$ cat src/hw/rtl/udp_receive_checker_top_assert.svh
// Assertion macros shared by the UDP receive checker modules.
// No dependencies; included by each module that carries assertions.
`ifndef UDP_RECEIVE_CHECKER_TOP_ASSERT_SVH
`define UDP_RECEIVE_CHECKER_TOP_ASSERT_SVH

// Property that must hold at every clock edge outside reset.
`define UDPC_ASSERT(lbl, clk, rst_n, prop, msg) \
	lbl: assert property (@(posedge clk) disable iff (!rst_n) (prop)) else $error(msg);

// Consequent that must hold in the same cycle as its antecedent.
`define UDPC_ASSERT_IMP(lbl, clk, rst_n, ante, cons, msg) \
	lbl: assert property (@(posedge clk) disable iff (!rst_n) (ante) |-> (cons)) \
		else $error(msg);

`endif

$ cat src/hw/rtl/udpc_pkg.sv
// Shared types, constants and codes of the UDP receive checker.
// No dependencies; imported by every module of the block.
package udpc_pkg;

	// Number of port slots the register map provides.
	localparam int HARD_SLOTS = 4;
	localparam int PORT_SLOTS_DEF = 4;
	localparam int QUEUE_DEPTH_DEF = 4;

	// IP protocol number of UDP, a term of the pseudo-header.
	localparam logic [15:0] UDP_PROTO = 16'd17;

	// Shortest legal datagram: the eight header bytes.
	localparam logic [15:0] MIN_LEN = 16'd8;

	// Verdict codes.
	localparam logic [2:0] VERDICT_DELIVER   = 3'd0;
	localparam logic [2:0] VERDICT_SHORT     = 3'd1;
	localparam logic [2:0] VERDICT_LEN_BAD   = 3'd2;
	localparam logic [2:0] VERDICT_CKSUM_BAD = 3'd3;
	localparam logic [2:0] VERDICT_NO_PORT   = 3'd4;

	// Configuration register indexes.
	localparam logic [2:0] REG_LOCAL_IP  = 3'd0;
	localparam logic [2:0] REG_PORT_A    = 3'd1;
	localparam logic [2:0] REG_PORT_MASK = 3'd5;

	// One finished datagram, handed from the front end to the back end.
	typedef struct packed {
		logic [15:0] sum;      // folded sum over the datagram words
		logic [7:0]  hold;     // pending high byte when the count is odd
		logic [15:0] count;    // saturated byte count
		logic [15:0] src;
		logic [15:0] dst;
		logic [15:0] len;
		logic [15:0] cks;
		logic [31:0] peer;
	} rec_t;

	// One verdict as shown on the output.
	typedef struct packed {
		logic [15:0] cks;
		logic [15:0] len;
		logic [15:0] dst;
		logic [15:0] src;
		logic [1:0]  slot;
		logic [2:0]  verdict;
	} res_t;

endpackage

$ cat src/hw/rtl/udp_receive_checker_top.sv
// Top level of the UDP receive checker: configuration registers, stream
// ports and the front end, record queue and back end. Depends on udpc_pkg.
//
// The checker takes one datagram byte per cycle on s_tdata, with the peer
// address on every byte and s_tlast on the final one, and sums the datagram
// and its IPv4 pseudo-header in one's complement. For each datagram it shows
// one verdict on m_tdata through the record queue, stage-1 register and output
// register. Bytes stream at one per cycle while s_tready is high; only a full
// record queue (QUEUE_DEPTH records waiting behind the two filled stages of a
// stalled back end) drops s_tready. Per-byte throughput is set by the single
// 16-bit end-around add of the front end. Configuration writes
// are taken in any cycle and should happen only while no datagram is in flight.
module udp_receive_checker_top #(
	parameter int PORT_SLOTS  = udpc_pkg::PORT_SLOTS_DEF,
	parameter int QUEUE_DEPTH = udpc_pkg::QUEUE_DEPTH_DEF
) (
	input  logic        clk,
	input  logic        arst_n,
	// Datagram byte stream.
	input  logic        s_tvalid,
	output logic        s_tready,
	input  logic [39:0] s_tdata,    // [7:0] data_byte, [39:8] peer_ip
	input  logic        s_tlast,    // last_byte
	// Verdict stream.
	output logic        m_tvalid,
	input  logic        m_tready,
	// [2:0] verdict, [4:3] port_slot, [20:5] source_port, [36:21] dest_port,
	// [52:37] received_length, [68:53] computed_checksum, [71:69] zero
	output logic [71:0] m_tdata,
	// Configuration writes.
	input  logic        cfg_valid,
	output logic        cfg_ready,
	input  logic [2:0]  cfg_index,
	input  logic [31:0] cfg_data
);
	import udpc_pkg::*;

	// Slots beyond the register map are never matched.
	localparam int NUM_SLOTS = (PORT_SLOTS < HARD_SLOTS) ? PORT_SLOTS : HARD_SLOTS;

	logic [31:0]          local_ip_q;
	logic [15:0]          port_q [NUM_SLOTS];
	logic [NUM_SLOTS-1:0] mask_q;
	logic                 cfg_write;

	logic q_full, q_push, q_pop, q_valid;
	rec_t q_wr, q_rd;
	res_t res;

	// Configuration registers; writes to unknown indexes are dropped.
	assign cfg_ready = 1'b1;
	assign cfg_write = cfg_valid && cfg_ready;

	always_ff @(posedge clk or negedge arst_n) begin
		if (!arst_n) begin
			local_ip_q <= '0;
			mask_q     <= '0;
		end else if (cfg_write) begin
			if (cfg_index == REG_LOCAL_IP) begin
				local_ip_q <= cfg_data;
			end
			if (cfg_index == REG_PORT_MASK) begin
				mask_q <= cfg_data[NUM_SLOTS-1:0];
			end
		end
	end

	for (genvar i = 0; i < NUM_SLOTS; i++) begin : g_port
		always_ff @(posedge clk or negedge arst_n) begin
			if (!arst_n) begin
				port_q[i] <= '0;
			end else if (cfg_write && (cfg_index == REG_PORT_A + 3'(i))) begin
				port_q[i] <= cfg_data[15:0];
			end
		end
	end

	udpc_front u_front (
		.clk      (clk),
		.arst_n   (arst_n),
		.in_valid (s_tvalid),
		.in_ready (s_tready),
		.data_byte(s_tdata[7:0]),
		.last_byte(s_tlast),
		.peer_ip  (s_tdata[39:8]),
		.q_full   (q_full),
		.q_push   (q_push),
		.q_data   (q_wr)
	);

	udpc_fifo #(
		.DEPTH(QUEUE_DEPTH)
	) u_fifo (
		.clk      (clk),
		.arst_n   (arst_n),
		.push     (q_push),
		.wr_data  (q_wr),
		.full     (q_full),
		.pop      (q_pop),
		.not_empty(q_valid),
		.rd_data  (q_rd)
	);

	udpc_back #(
		.NUM_SLOTS(NUM_SLOTS)
	) u_back (
		.clk      (clk),
		.arst_n   (arst_n),
		.q_valid  (q_valid),
		.q_data   (q_rd),
		.q_pop    (q_pop),
		.local_ip (local_ip_q),
		.port_num (port_q),
		.port_mask(mask_q),
		.out_valid(m_tvalid),
		.out_ready(m_tready),
		.out_data (res)
	);

	// Pack the verdict fields, first field in the lowest bits.
	assign m_tdata = {3'b000, res.cks, res.len, res.dst, res.src, res.slot, res.verdict};

endmodule

$ cat src/hw/rtl/udpc_fifo.sv
// Short queue of finished datagram records between front and back end.
// Depends on udpc_pkg and udp_receive_checker_top_assert.svh.
`include "udp_receive_checker_top_assert.svh"

module udpc_fifo #(
	parameter int DEPTH = udpc_pkg::QUEUE_DEPTH_DEF
) (
	input  logic          clk,
	input  logic          arst_n,
	input  logic          push,
	input  udpc_pkg::rec_t wr_data,
	output logic          full,
	input  logic          pop,
	output logic          not_empty,
	output udpc_pkg::rec_t rd_data
);
	import udpc_pkg::*;

	localparam int PW = (DEPTH > 1) ? $clog2(DEPTH) : 1;
	localparam int CW = $clog2(DEPTH + 1);

	rec_t mem_q [DEPTH];
	logic [PW-1:0] wr_ptr_q;
	logic [PW-1:0] rd_ptr_q;
	logic [CW-1:0] count_q;

	assign full      = (count_q == CW'(DEPTH));
	assign not_empty = (count_q != '0);
	assign rd_data   = mem_q[rd_ptr_q];

	// Storage writes; the records need no reset.
	always_ff @(posedge clk) begin
		if (push) begin
			mem_q[wr_ptr_q] <= wr_data;
		end
	end

	// Pointers and fill level.
	always_ff @(posedge clk or negedge arst_n) begin
		if (!arst_n) begin
			wr_ptr_q <= '0;
			rd_ptr_q <= '0;
			count_q  <= '0;
		end else begin
			if (push) begin
				wr_ptr_q <= (wr_ptr_q == PW'(DEPTH - 1)) ? '0 : wr_ptr_q + 1'b1;
			end
			if (pop) begin
				rd_ptr_q <= (rd_ptr_q == PW'(DEPTH - 1)) ? '0 : rd_ptr_q + 1'b1;
			end
			if (push && !pop) begin
				count_q <= count_q + 1'b1;
			end else if (pop && !push) begin
				count_q <= count_q - 1'b1;
			end
		end
	end

	`UDPC_ASSERT(a_count_range, clk, arst_n, count_q <= CW'(DEPTH), "queue level beyond depth")
	`UDPC_ASSERT_IMP(a_no_overflow, clk, arst_n, push, !full, "push into a full queue")
	`UDPC_ASSERT_IMP(a_no_underflow, clk, arst_n, pop, not_empty, "pop from an empty queue")

endmodule

$ cat src/hw/rtl/udpc_front.sv
// Front end: takes datagram bytes, keeps the running sum and header fields,
// and queues one record per datagram. Depends on udpc_pkg.
module udpc_front (
	input  logic           clk,
	input  logic           arst_n,
	input  logic           in_valid,
	output logic           in_ready,
	input  logic [7:0]     data_byte,
	input  logic           last_byte,
	input  logic [31:0]    peer_ip,
	input  logic           q_full,
	output logic           q_push,
	output udpc_pkg::rec_t q_data
);
	import udpc_pkg::*;

	// Byte offsets of the header fields.
	localparam logic [2:0] OFS_SRC_HI = 3'd0;
	localparam logic [2:0] OFS_SRC_LO = 3'd1;
	localparam logic [2:0] OFS_DST_HI = 3'd2;
	localparam logic [2:0] OFS_DST_LO = 3'd3;
	localparam logic [2:0] OFS_LEN_HI = 3'd4;
	localparam logic [2:0] OFS_LEN_LO = 3'd5;
	localparam logic [2:0] OFS_CKS_HI = 3'd6;
	localparam logic [2:0] OFS_CKS_LO = 3'd7;

	logic [15:0] count_q, sum_q, src_q, dst_q, len_q, cks_q;
	logic [7:0]  hold_q;

	logic [15:0] count_d, sum_d, src_d, dst_d, len_d, cks_d;
	logic [7:0]  hold_d;
	logic [7:0]  word_lo;
	logic [16:0] sum_wide;
	logic        accept;

	assign in_ready = !q_full;
	assign accept   = in_valid && in_ready;

	// Per-byte update; once the count is saturated nothing changes.
	always_comb begin
		count_d  = count_q;
		sum_d    = sum_q;
		hold_d   = hold_q;
		src_d    = src_q;
		dst_d    = dst_q;
		len_d    = len_q;
		cks_d    = cks_q;
		word_lo  = data_byte;
		sum_wide = {1'b0, sum_q} + {1'b0, hold_q, data_byte};
		if (count_q != 16'hFFFF) begin
			if (count_q[15:3] == '0) begin
				unique case (count_q[2:0])
					OFS_SRC_HI: src_d = {data_byte, 8'h00};
					OFS_SRC_LO: src_d = {src_q[15:8], data_byte};
					OFS_DST_HI: dst_d = {data_byte, 8'h00};
					OFS_DST_LO: dst_d = {dst_q[15:8], data_byte};
					OFS_LEN_HI: len_d = {data_byte, 8'h00};
					OFS_LEN_LO: len_d = {len_q[15:8], data_byte};
					OFS_CKS_HI: cks_d = {data_byte, 8'h00};
					OFS_CKS_LO: cks_d = {cks_q[15:8], data_byte};
				endcase
				// The checksum field itself counts as zero in the sum.
				if (count_q[2:0] == OFS_CKS_HI || count_q[2:0] == OFS_CKS_LO) begin
					word_lo  = 8'h00;
					sum_wide = {1'b0, sum_q} + {1'b0, hold_q, 8'h00};
				end
			end
			if (!count_q[0]) begin
				hold_d = word_lo;
			end else begin
				// End-around carry; one fold suffices for a 16-bit sum.
				sum_d = sum_wide[15:0] + {15'b0, sum_wide[16]};
			end
			count_d = count_q + 16'd1;
		end
	end

	// Record of the finished datagram, pushed on its last byte.
	assign q_push = accept && last_byte;
	assign q_data = '{sum: sum_d, hold: hold_d, count: count_d, src: src_d, dst: dst_d,
		len: len_d, cks: cks_d, peer: peer_ip};

	// Per-datagram state, cleared after every last byte.
	always_ff @(posedge clk or negedge arst_n) begin
		if (!arst_n) begin
			count_q <= '0;
			sum_q   <= '0;
			hold_q  <= '0;
			src_q   <= '0;
			dst_q   <= '0;
			len_q   <= '0;
			cks_q   <= '0;
		end else if (accept) begin
			if (last_byte) begin
				count_q <= '0;
				sum_q   <= '0;
				hold_q  <= '0;
				src_q   <= '0;
				dst_q   <= '0;
				len_q   <= '0;
				cks_q   <= '0;
			end else begin
				count_q <= count_d;
				sum_q   <= sum_d;
				hold_q  <= hold_d;
				src_q   <= src_d;
				dst_q   <= dst_d;
				len_q   <= len_d;
				cks_q   <= cks_d;
			end
		end
	end

endmodule

$ cat src/hw/rtl/udpc_back.sv
// Back end: adds the pseudo-header, checks the datagram and holds the verdict
// in the output register. Depends on udpc_pkg and the assertion header.
`include "udp_receive_checker_top_assert.svh"

module udpc_back #(
	parameter int NUM_SLOTS = udpc_pkg::HARD_SLOTS
) (
	input  logic                 clk,
	input  logic                 arst_n,
	input  logic                 q_valid,
	input  udpc_pkg::rec_t       q_data,
	output logic                 q_pop,
	input  logic [31:0]          local_ip,
	input  logic [15:0]          port_num [NUM_SLOTS],
	input  logic [NUM_SLOTS-1:0] port_mask,
	output logic                 out_valid,
	input  logic                 out_ready,
	output udpc_pkg::res_t       out_data
);
	import udpc_pkg::*;

	logic        valid_s1;
	logic [18:0] sum_s1;
	logic        short_s1, len_bad_s1, hit_s1;
	logic [1:0]  slot_s1;
	logic [15:0] cks_s1, src_s1, dst_s1, count_s1;

	logic        out_valid_q;
	res_t        out_q;

	logic        adv_out, adv_s1;
	logic [15:0] pad_word;
	logic [18:0] sum_total;
	logic [NUM_SLOTS-1:0] hit;
	logic [1:0]  slot_first;
	logic [16:0] fold1;
	logic [15:0] fold2, computed;
	logic [2:0]  verdict;

	assign adv_out = !out_valid_q || out_ready;
	assign adv_s1  = !valid_s1 || adv_out;
	assign q_pop   = q_valid && adv_s1;

	// Stage 1: one wide add of every word, and the port lookup.
	assign pad_word  = q_data.count[0] ? {q_data.hold, 8'h00} : 16'h0000;
	assign sum_total = 19'(q_data.sum) + 19'(pad_word)
		+ 19'(q_data.peer[31:16]) + 19'(q_data.peer[15:0])
		+ 19'(local_ip[31:16]) + 19'(local_ip[15:0])
		+ 19'(UDP_PROTO) + 19'(q_data.count);

	// Lowest enabled slot that holds the destination port wins.
	always_comb begin
		slot_first = 2'd0;
		for (int i = NUM_SLOTS - 1; i >= 0; i--) begin
			hit[i] = port_mask[i] && (port_num[i] == q_data.dst);
			if (hit[i]) begin
				slot_first = 2'(i);
			end
		end
	end

	always_ff @(posedge clk or negedge arst_n) begin
		if (!arst_n) begin
			valid_s1 <= 1'b0;
		end else if (adv_s1) begin
			valid_s1 <= q_valid;
		end
	end

	always_ff @(posedge clk) begin
		if (q_pop) begin
			sum_s1     <= sum_total;
			short_s1   <= q_data.count < MIN_LEN;
			len_bad_s1 <= q_data.count < q_data.len;
			hit_s1     <= |hit;
			slot_s1    <= slot_first;
			cks_s1     <= q_data.cks;
			src_s1     <= q_data.src;
			dst_s1     <= q_data.dst;
			count_s1   <= q_data.count;
		end
	end

	// Stage 2: fold the sum, then pick the first verdict that applies.
	assign fold1    = 17'(sum_s1[15:0]) + 17'(sum_s1[18:16]);
	assign fold2    = fold1[15:0] + {15'b0, fold1[16]};
	assign computed = ~fold2;

	always_comb begin
		priority if (short_s1) begin
			verdict = VERDICT_SHORT;
		end else if (len_bad_s1) begin
			verdict = VERDICT_LEN_BAD;
		end else if (computed != cks_s1) begin
			verdict = VERDICT_CKSUM_BAD;
		end else if (hit_s1) begin
			verdict = VERDICT_DELIVER;
		end else begin
			verdict = VERDICT_NO_PORT;
		end
	end

	// Output register; loads whenever it is empty or being drained.
	always_ff @(posedge clk or negedge arst_n) begin
		if (!arst_n) begin
			out_valid_q <= 1'b0;
		end else if (adv_out) begin
			out_valid_q <= valid_s1;
		end
	end

	always_ff @(posedge clk) begin
		if (adv_out && valid_s1) begin
			out_q.verdict <= verdict;
			out_q.slot    <= (verdict == VERDICT_DELIVER) ? slot_s1 : 2'd0;
			out_q.src     <= src_s1;
			out_q.dst     <= dst_s1;
			out_q.len     <= count_s1;
			out_q.cks     <= computed;
		end
	end

	assign out_valid = out_valid_q;
	assign out_data  = out_q;

	`UDPC_ASSERT_IMP(a_slot_only_on_deliver, clk, arst_n,
		out_valid_q && (out_q.verdict != VERDICT_DELIVER), out_q.slot == 2'd0,
		"port slot set on a rejected datagram")

endmodule
$ cat config.mk
export PLATFORM = sky130hd
export DESIGN_NAME = udp_receive_checker_top
export DESIGN_NICKNAME = d
export VERILOG_FILES = /design/src/hw/rtl/udpc_pkg.sv /design/src/hw/rtl/udp_receive_checker_top.sv /design/src/hw/rtl/udpc_fifo.sv /design/src/hw/rtl/udpc_front.sv /design/src/hw/rtl/udpc_back.sv
export VERILOG_INCLUDE_DIRS = /design/src /design/src/hw/rtl
export SDC_FILE = /design/constraint.sdc
export NUM_CORES = 1
export LEC_CHECK = 0
export BUFFER_PORTS_ARGS = -buffer_cell sky130_fd_sc_hd__buf_4
export CORE_MARGIN = 2
export CORE_UTILIZATION = 45
export CTS_BUF_LIST = sky130_fd_sc_hd__clkbuf_16
export DETAILED_ROUTE_END_ITERATION = 6
export GPL_TIMING_DRIVEN = 0
export SYNTH_ARGS = -nofsm -noshare
export SYNTH_HDL_FRONTEND = slang
export SYNTH_HIERARCHICAL = 1
export SYNTH_SLANG_ARGS = --single-unit
$ cat constraint.sdc
create_clock -name clk -period 8.1 [get_ports clk]
set_input_delay 1.215 -clock clk [delete_from_list [all_inputs] [get_ports clk]]
set_output_delay 1.215 -clock clk [all_outputs]
set_load 0.05 [all_outputs]
Word-level counts from Yosys, hierarchy flattened. Memory sizes are Yosys's and may differ from the RTL's. Cells that the tools add are included.

Bits in registers: 370. RAM bits: 544. Logic and storage cells: 151. Memories: 1.

Memory list: u_fifo.mem_q (words 4, width 136, read ports 1, clocked after memory_dff 0, wr ports 1, RTL line udpc_fifo.sv:22) `rec_t mem_q [DEPTH];`.

Add/sub/neg operators: 17. Magnitude comparators: 2. Equality and inequality tests: 21. Mux-type cells: 43. Bitwise gates (word level): 1. Reductions and logical operators: 32.

Operators with widths (count): 16-bit two-way mux (18); 16-bit case mux with 2 select lines (4); 19-bit by 16-bit adder with 19-bit output (5); 16-bit equality test (4); 16-bit by 16-bit adder with 17-bit output (3); 17-bit two-way mux (3); 8-bit two-way mux (5); 16-bit by 1-bit adder with 16-bit output (2); 3-bit equality test (second input constant) (7); 19-bit by 5-bit adder with 19-bit output (second input constant) (1); 3-bit two-way mux (6); 16-bit by 3-bit adder with 17-bit output (1); 16-bit by 1-bit adder with 16-bit output (second input constant) (1); 16-bit less-than comparator (1); 16-bit by 4-bit less-than comparator with 1-bit output (second input constant) (1); 16-bit inequality test (1); 16-bit inequality test (second input constant) (1); 16-bit inverter (1); 1-bit logical AND (14); 13-bit logical NOT (1); 3-bit by 2-bit equality test with 1-bit output (second input constant) (4); 3-bit logical NOT (3); 2-bit two-way mux (4); 3-bit by 1-bit equality test with 1-bit output (second input constant) (2); 12 further kinds (23).

Logic depth before layout (Yosys ltp).
Depth after elaboration: 9. Mapped depth: 22.

Hierarchy. The synthesis kept the hierarchy.

By module, submodules not included: udpc_fifo (instances 1, cells each 748, area an instance 20158.1 um2); udpc_back (instances 1, cells each 827, area an instance 10184.8 um2); udpc_front (instances 1, cells each 771, area an instance 6810.3 um2); udp_receive_checker_top (instances 1, cells each 222, area an instance 3935.0 um2).

Least setup slack after synthesis. No wires, ideal clock.

Path type: input-to-reg. Start point: input port m_tready. End point: register u_fifo.count_q[1]. Library setup time: 0.125 ns. Arrival time: 9.250 ns. Setup slack: -1.274 ns. Stages on the path: 7. Path buffers: 0. Cells stage by stage: nor2b_1 -> a21boi_0 -> inv_1 -> ha_1 -> inv_1 -> fa_1 -> mux2_2.

Word-level cells in the longest chain between the ends: 6. Elaborated cells between the ends (all ways): 8. Those cells by class: 1 x mux; 7 x reduce/logical.

RTL lines: start: declaration (RTL line udp_receive_checker_top.sv:26) `input logic m_tready,`; 1-bit logical OR (*) (RTL line udpc_back.sv:40) `assign adv_out = !out_valid_q || out_ready;`; 1-bit logical OR (*) (RTL line udpc_back.sv:41) `assign adv_s1 = !valid_s1 || adv_out;`; 1-bit logical AND (*) (RTL line udpc_back.sv:42) `assign q_pop = q_valid && adv_s1;`; net q_pop (RTL line udp_receive_checker_top.sv:46) `logic q_full, q_push, q_pop, q_valid;`; 1-bit logical NOT (RTL line udpc_fifo.sv:51) `if (push && !pop) begin`; 1-bit logical AND (RTL line udpc_fifo.sv:51); 3-bit two-way mux or 2-bit nonzero test (tied branches); end signal: assignment (RTL line udpc_fifo.sv:52) `count_q <= count_q + 1'b1;`; end signal: assignment (RTL line udpc_fifo.sv:54) `count_q <= count_q - 1'b1;`; end: declaration (RTL line udpc_fifo.sv:25) `logic [CW-1:0] count_q;`.

Mark *: on every way through the listed nets, which the timed path passes. The rest lies on a longest branch. A chain may end at the register's enable or synchronous reset.

==> results by group <==
Status
  – Status: completed

Floorplanning
  – # rows: 110
  – IO Pins: 156
  – Core area: around 0.09 mm2
  – DIE HEIGHT: 306 um
  – Die width: between 300 and 400 um
  – Starting Density: 45.5%
  – Total die area: approximately 0.094 mm2

Timing
  – WHS: around 0.42 ns
  – Setup TNS: 0 ns
  – Crit share post-route: between 80% and 90%
  – Worst Tran Pin Value: ~1.2 ns
  – Crit path time final: between 7 and 8 ns
  – RSZ-0062 raised after global routing: no
  – Clk_skew: 0.0262 ns
  – Fin. Hold Viols: 0
  – Rel. slew slack: approximately a fifth
  – Slew Viols, Final: 0
  – Final setup vio count: 0
  – FMAX: about 0.14 GHz
  – Fin worst setup slack: roughly 1.1 ns

Clock tree
  – Clock Path Buffers: 3
  – Worst-skew pair later-pin latency: roughly 0.67 ns
  – Clk sinks: 914
  – Post-CTS setup buffer count: 0
  – H-tree depth: 3
  – Clock Pin Slew Worst Setup and Hold Paths: 0.06 ns
  – CTS tree: yes
  – Total CTS buffers: 96
  – Hold_buf cts: 0
  – CTS resizes: 0
  – CTS root buf: clkbuf_16

Detailed routing
  – Via Count: roughly 23000
  – Drt drc: 0
  – DRT Wirelength: 98400 um
  – Post-DR vias/cell: about 5.6
  – DR iter-0 viols: 1788
  – Routed Antenna Nets: 0
  – First drt pass iteration count: 6
  – Wirelength per Cell: between 20 and 25 um

Final layout
  – Multi-input gate area: 0.0130 mm2
  – Register area: between 0.02 and 0.03 mm2
  – Cell Count, Final, Fillers Out: between 4000 and 5000
  – N_diodes: 0
  – Share of layout cells above drive strength 1: a little over a fifth
  – Nets@finish: 3036
  – Fill cells: between 7000 and 8000
  – Synth-to-Final Area Change: 14.7%

Synth
  – Synth Area in Simple Gates: under 10%
  – Async S/R FF share, synth: 23.3%
  – Post-Synth XOR/XNOR Area: ~3.6%
  – Largest family of logic cells by synthesized area: multiplexers
  – Post-synth EDFFs: approximately 700
  – Synthesized area: between 0.04 and 0.05 mm2
  – Mux contribution to synthesized area: a little over a tenth
  – Top_reg_cell synth: edfxtp_1
  – Number of synthesized register bits: ~900
  – Complex-gate fraction of the synthesized area: under 10%
  – Seq/Total Area, Yosys: 64.2%
  – Mean Syn Cell Area: ~16 um2
  – Unique masters post-synth: slightly above 90
  – Total number of yosys warnings: 6
  – Post-Syn Instances: 2568
  – Synth Area in Adders: 5.95%

Worst setup path
  – Critical Path End Type: flop
  – CP arrival: approximately 7.4 ns
  – Required @ worst endpoint: 8.48 ns
  – Critical Path Fanout Max: 10
  – Setup CP Type: flop to flop
  – Cells on worst reg2reg path: 19
  – Nature of the critical path startpoint: flop

GRT
  – Tot GR Track Use: a little over a fifth
  – Vias in the first global route: 23491
  – Largest net degree at the start of global routing: about 120
  – First-pass GRT wire length: between 100000 and 150000 um
  – Global route total overflow: 0
  – Initial antenna violation count: 1

Hold path
  – Worst hold path type: flop to flop
  – Min-Delay Path Depth: 0

Place
  – Worst slack at placement: ~1.1 ns
  – GPL Wtd Cong: 0.872
  – HPWL after DPL: 70400 um
  – Placed insts: between 3000 and 4000
  – Port Buffers: 118

Run
  – Maxcap violations: 0
-- registers in the layout, summed over array words and instances (netlist names), 16 cells and up --
| register | flops |
|---|---|
| u_back/cks_s1 | 16 |
| u_back/out_data | 69 |
| u_back/sum_s1 | 19 |
| u_back/dst_s1 | 16 |
| u_front/src_q | 16 |
| u_front/dst_q | 16 |
| local_ip_q | 32 |
| u_front/count_q | 16 |
| u_fifo/mem_q | 544 |
| u_back/count_s1 | 16 |
| port_q | 64 |
| u_back/src_s1 | 16 |
| u_front/len_q | 16 |
| u_front/cks_q | 16 |
| u_front/sum_q | 16 |
-- synth_stat cells, types with 6 or more instances --
| master | count | area [um2] |
|---|---|---|
| a21o_1 | 19 | 143 |
| a21oi_1 | 45 | 225 |
| a22o_1 | 98 | 858 |
| a31oi_1 | 11 | 68.8 |
| a32o_1 | 16 | 160 |
| and2_1 | 9 | 56.3 |
| and3_1 | 15 | 93.8 |
| buf_12 | 11 | 220 |
| buf_2 | 23 | 115 |
| buf_4 | 38 | 285 |
| buf_6 | 12 | 135 |
| clkbuf_1 | 50 | 188 |
| dfrtp_1 | 213 | 5330 |
| edfxtp_1 | 701 | 21100 |
| fa_1 | 74 | 1480 |
| ha_1 | 77 | 963 |
| inv_1 | 209 | 785 |
| mux2_1 | 13 | 146 |
| mux2_2 | 73 | 822 |
| mux2_4 | 20 | 300 |
| mux4_2 | 136 | 3060 |
| nand2_1 | 160 | 601 |
| nand2b_1 | 10 | 62.6 |
| nand3_1 | 30 | 150 |
| nand3b_1 | 7 | 52.6 |
| nand4_1 | 27 | 169 |
| nand4b_1 | 6 | 52.6 |
| nor2_1 | 47 | 176 |
| nor2b_1 | 11 | 68.8 |
| nor3_1 | 20 | 100 |
| nor4_1 | 16 | 100 |
| o211ai_1 | 6 | 45.0 |
| o21ai_0 | 93 | 465 |
| o21ai_1 | 7 | 35.0 |
| o31ai_1 | 6 | 45.0 |
| xnor2_1 | 108 | 946 |
| xor2_1 | 29 | 254 |
| xor3_1 | 6 | 143 |
-- metal layers --
metal	track usage [%]	up-vias	wire (um)
met3	2.84	148	4940
li1	-	10108	-
met4	6.97	0	2760
met5	0	-	0
met1	28.9	11724	42400
met2	35.4	629	48300
-- cells in the final DEF, fill, tap and decap left out, drive strengths merged, types with 24 or more instances in the layout --
master and n:
nand2 163, ha 77, o21ai 100, nor2 49
nor3 24, dfrtp 213, a22o 98, clkbuf 149
xor2 30, xnor2 109, inv 235, a21oi 45
fa 74, mux2 106, clkinv 43, buf 222
nand3 30, edfxtp 701, mux4 136, nand4 27
-- cell families after synthesis --
kind of cell / after synthesis
AND/OR/NAND/NOR: 404
flip-flops: 914
other: 2
adder cells (fa/ha/maj): 151
buffers and inverters: 345
AO/OA/AOI/OAI: 358
multiplexers: 245
XOR/XNOR: 149
-- worst max-delay path: stages (launching register included) --
cell	delay, ns
dfrtp_1	0.37
clkbuf_1	0.90
buf_2	0.48
mux4_2	0.47
inv_1	0.21
fa_1	0.49
inv_1	0.16
fa_1	0.44
fa_1	0.49
ha_1	0.31
ha_1	0.34
a31oi_1	0.27
o21bai_1	0.10
a21oi_1	0.30
o211ai_1	0.14
a31oi_1	0.28
nor2b_1	0.09
o21a_1	0.19
o41ai_1	0.48
o21ai_0	0.21
-- final timing paths --
kind	start	end	slack [ns]
worst max-delay path	u_fifo/rd_ptr_q[1]	u_back/sum_s1[18]	1.08
worst min-delay path	u_back/dst_s1[15]	u_back/out_data[36]	0.42
worst max register to register	u_fifo/rd_ptr_q[1]	u_back/sum_s1[18]	1.08
worst min register to register	u_back/dst_s1[15]	u_back/out_data[36]	0.42
max in group asynchronous	arst_n	port_q[22]	6.41
min in group asynchronous	arst_n	u_front/src_q[9]	0.59
-- metrics by stage --
step                      instance area, um2  util [%]
after global placement                 43500      48.1
after floorplan                        41100         -
final                                  47100      52.2
after global routing                   47100      52.2
after detailed placement               43900      48.6
after CTS                              47100      52.2
-- area by class of cell --
cell class	count	area share [%]
Buffer	136	2.02
Clock buffer	99	5.26
Clock inverter	82	1.53
Inverter	209	1.67
Multi-Input combinational cell	1311	27.6
Sequential cell	914	56.0
Tap cell	1176	3.12
Timing Repair Buffer	136	2.79
Power is not shown: default switching activity piles up to over one toggle a cycle in this logic, so the estimate is an artifact.
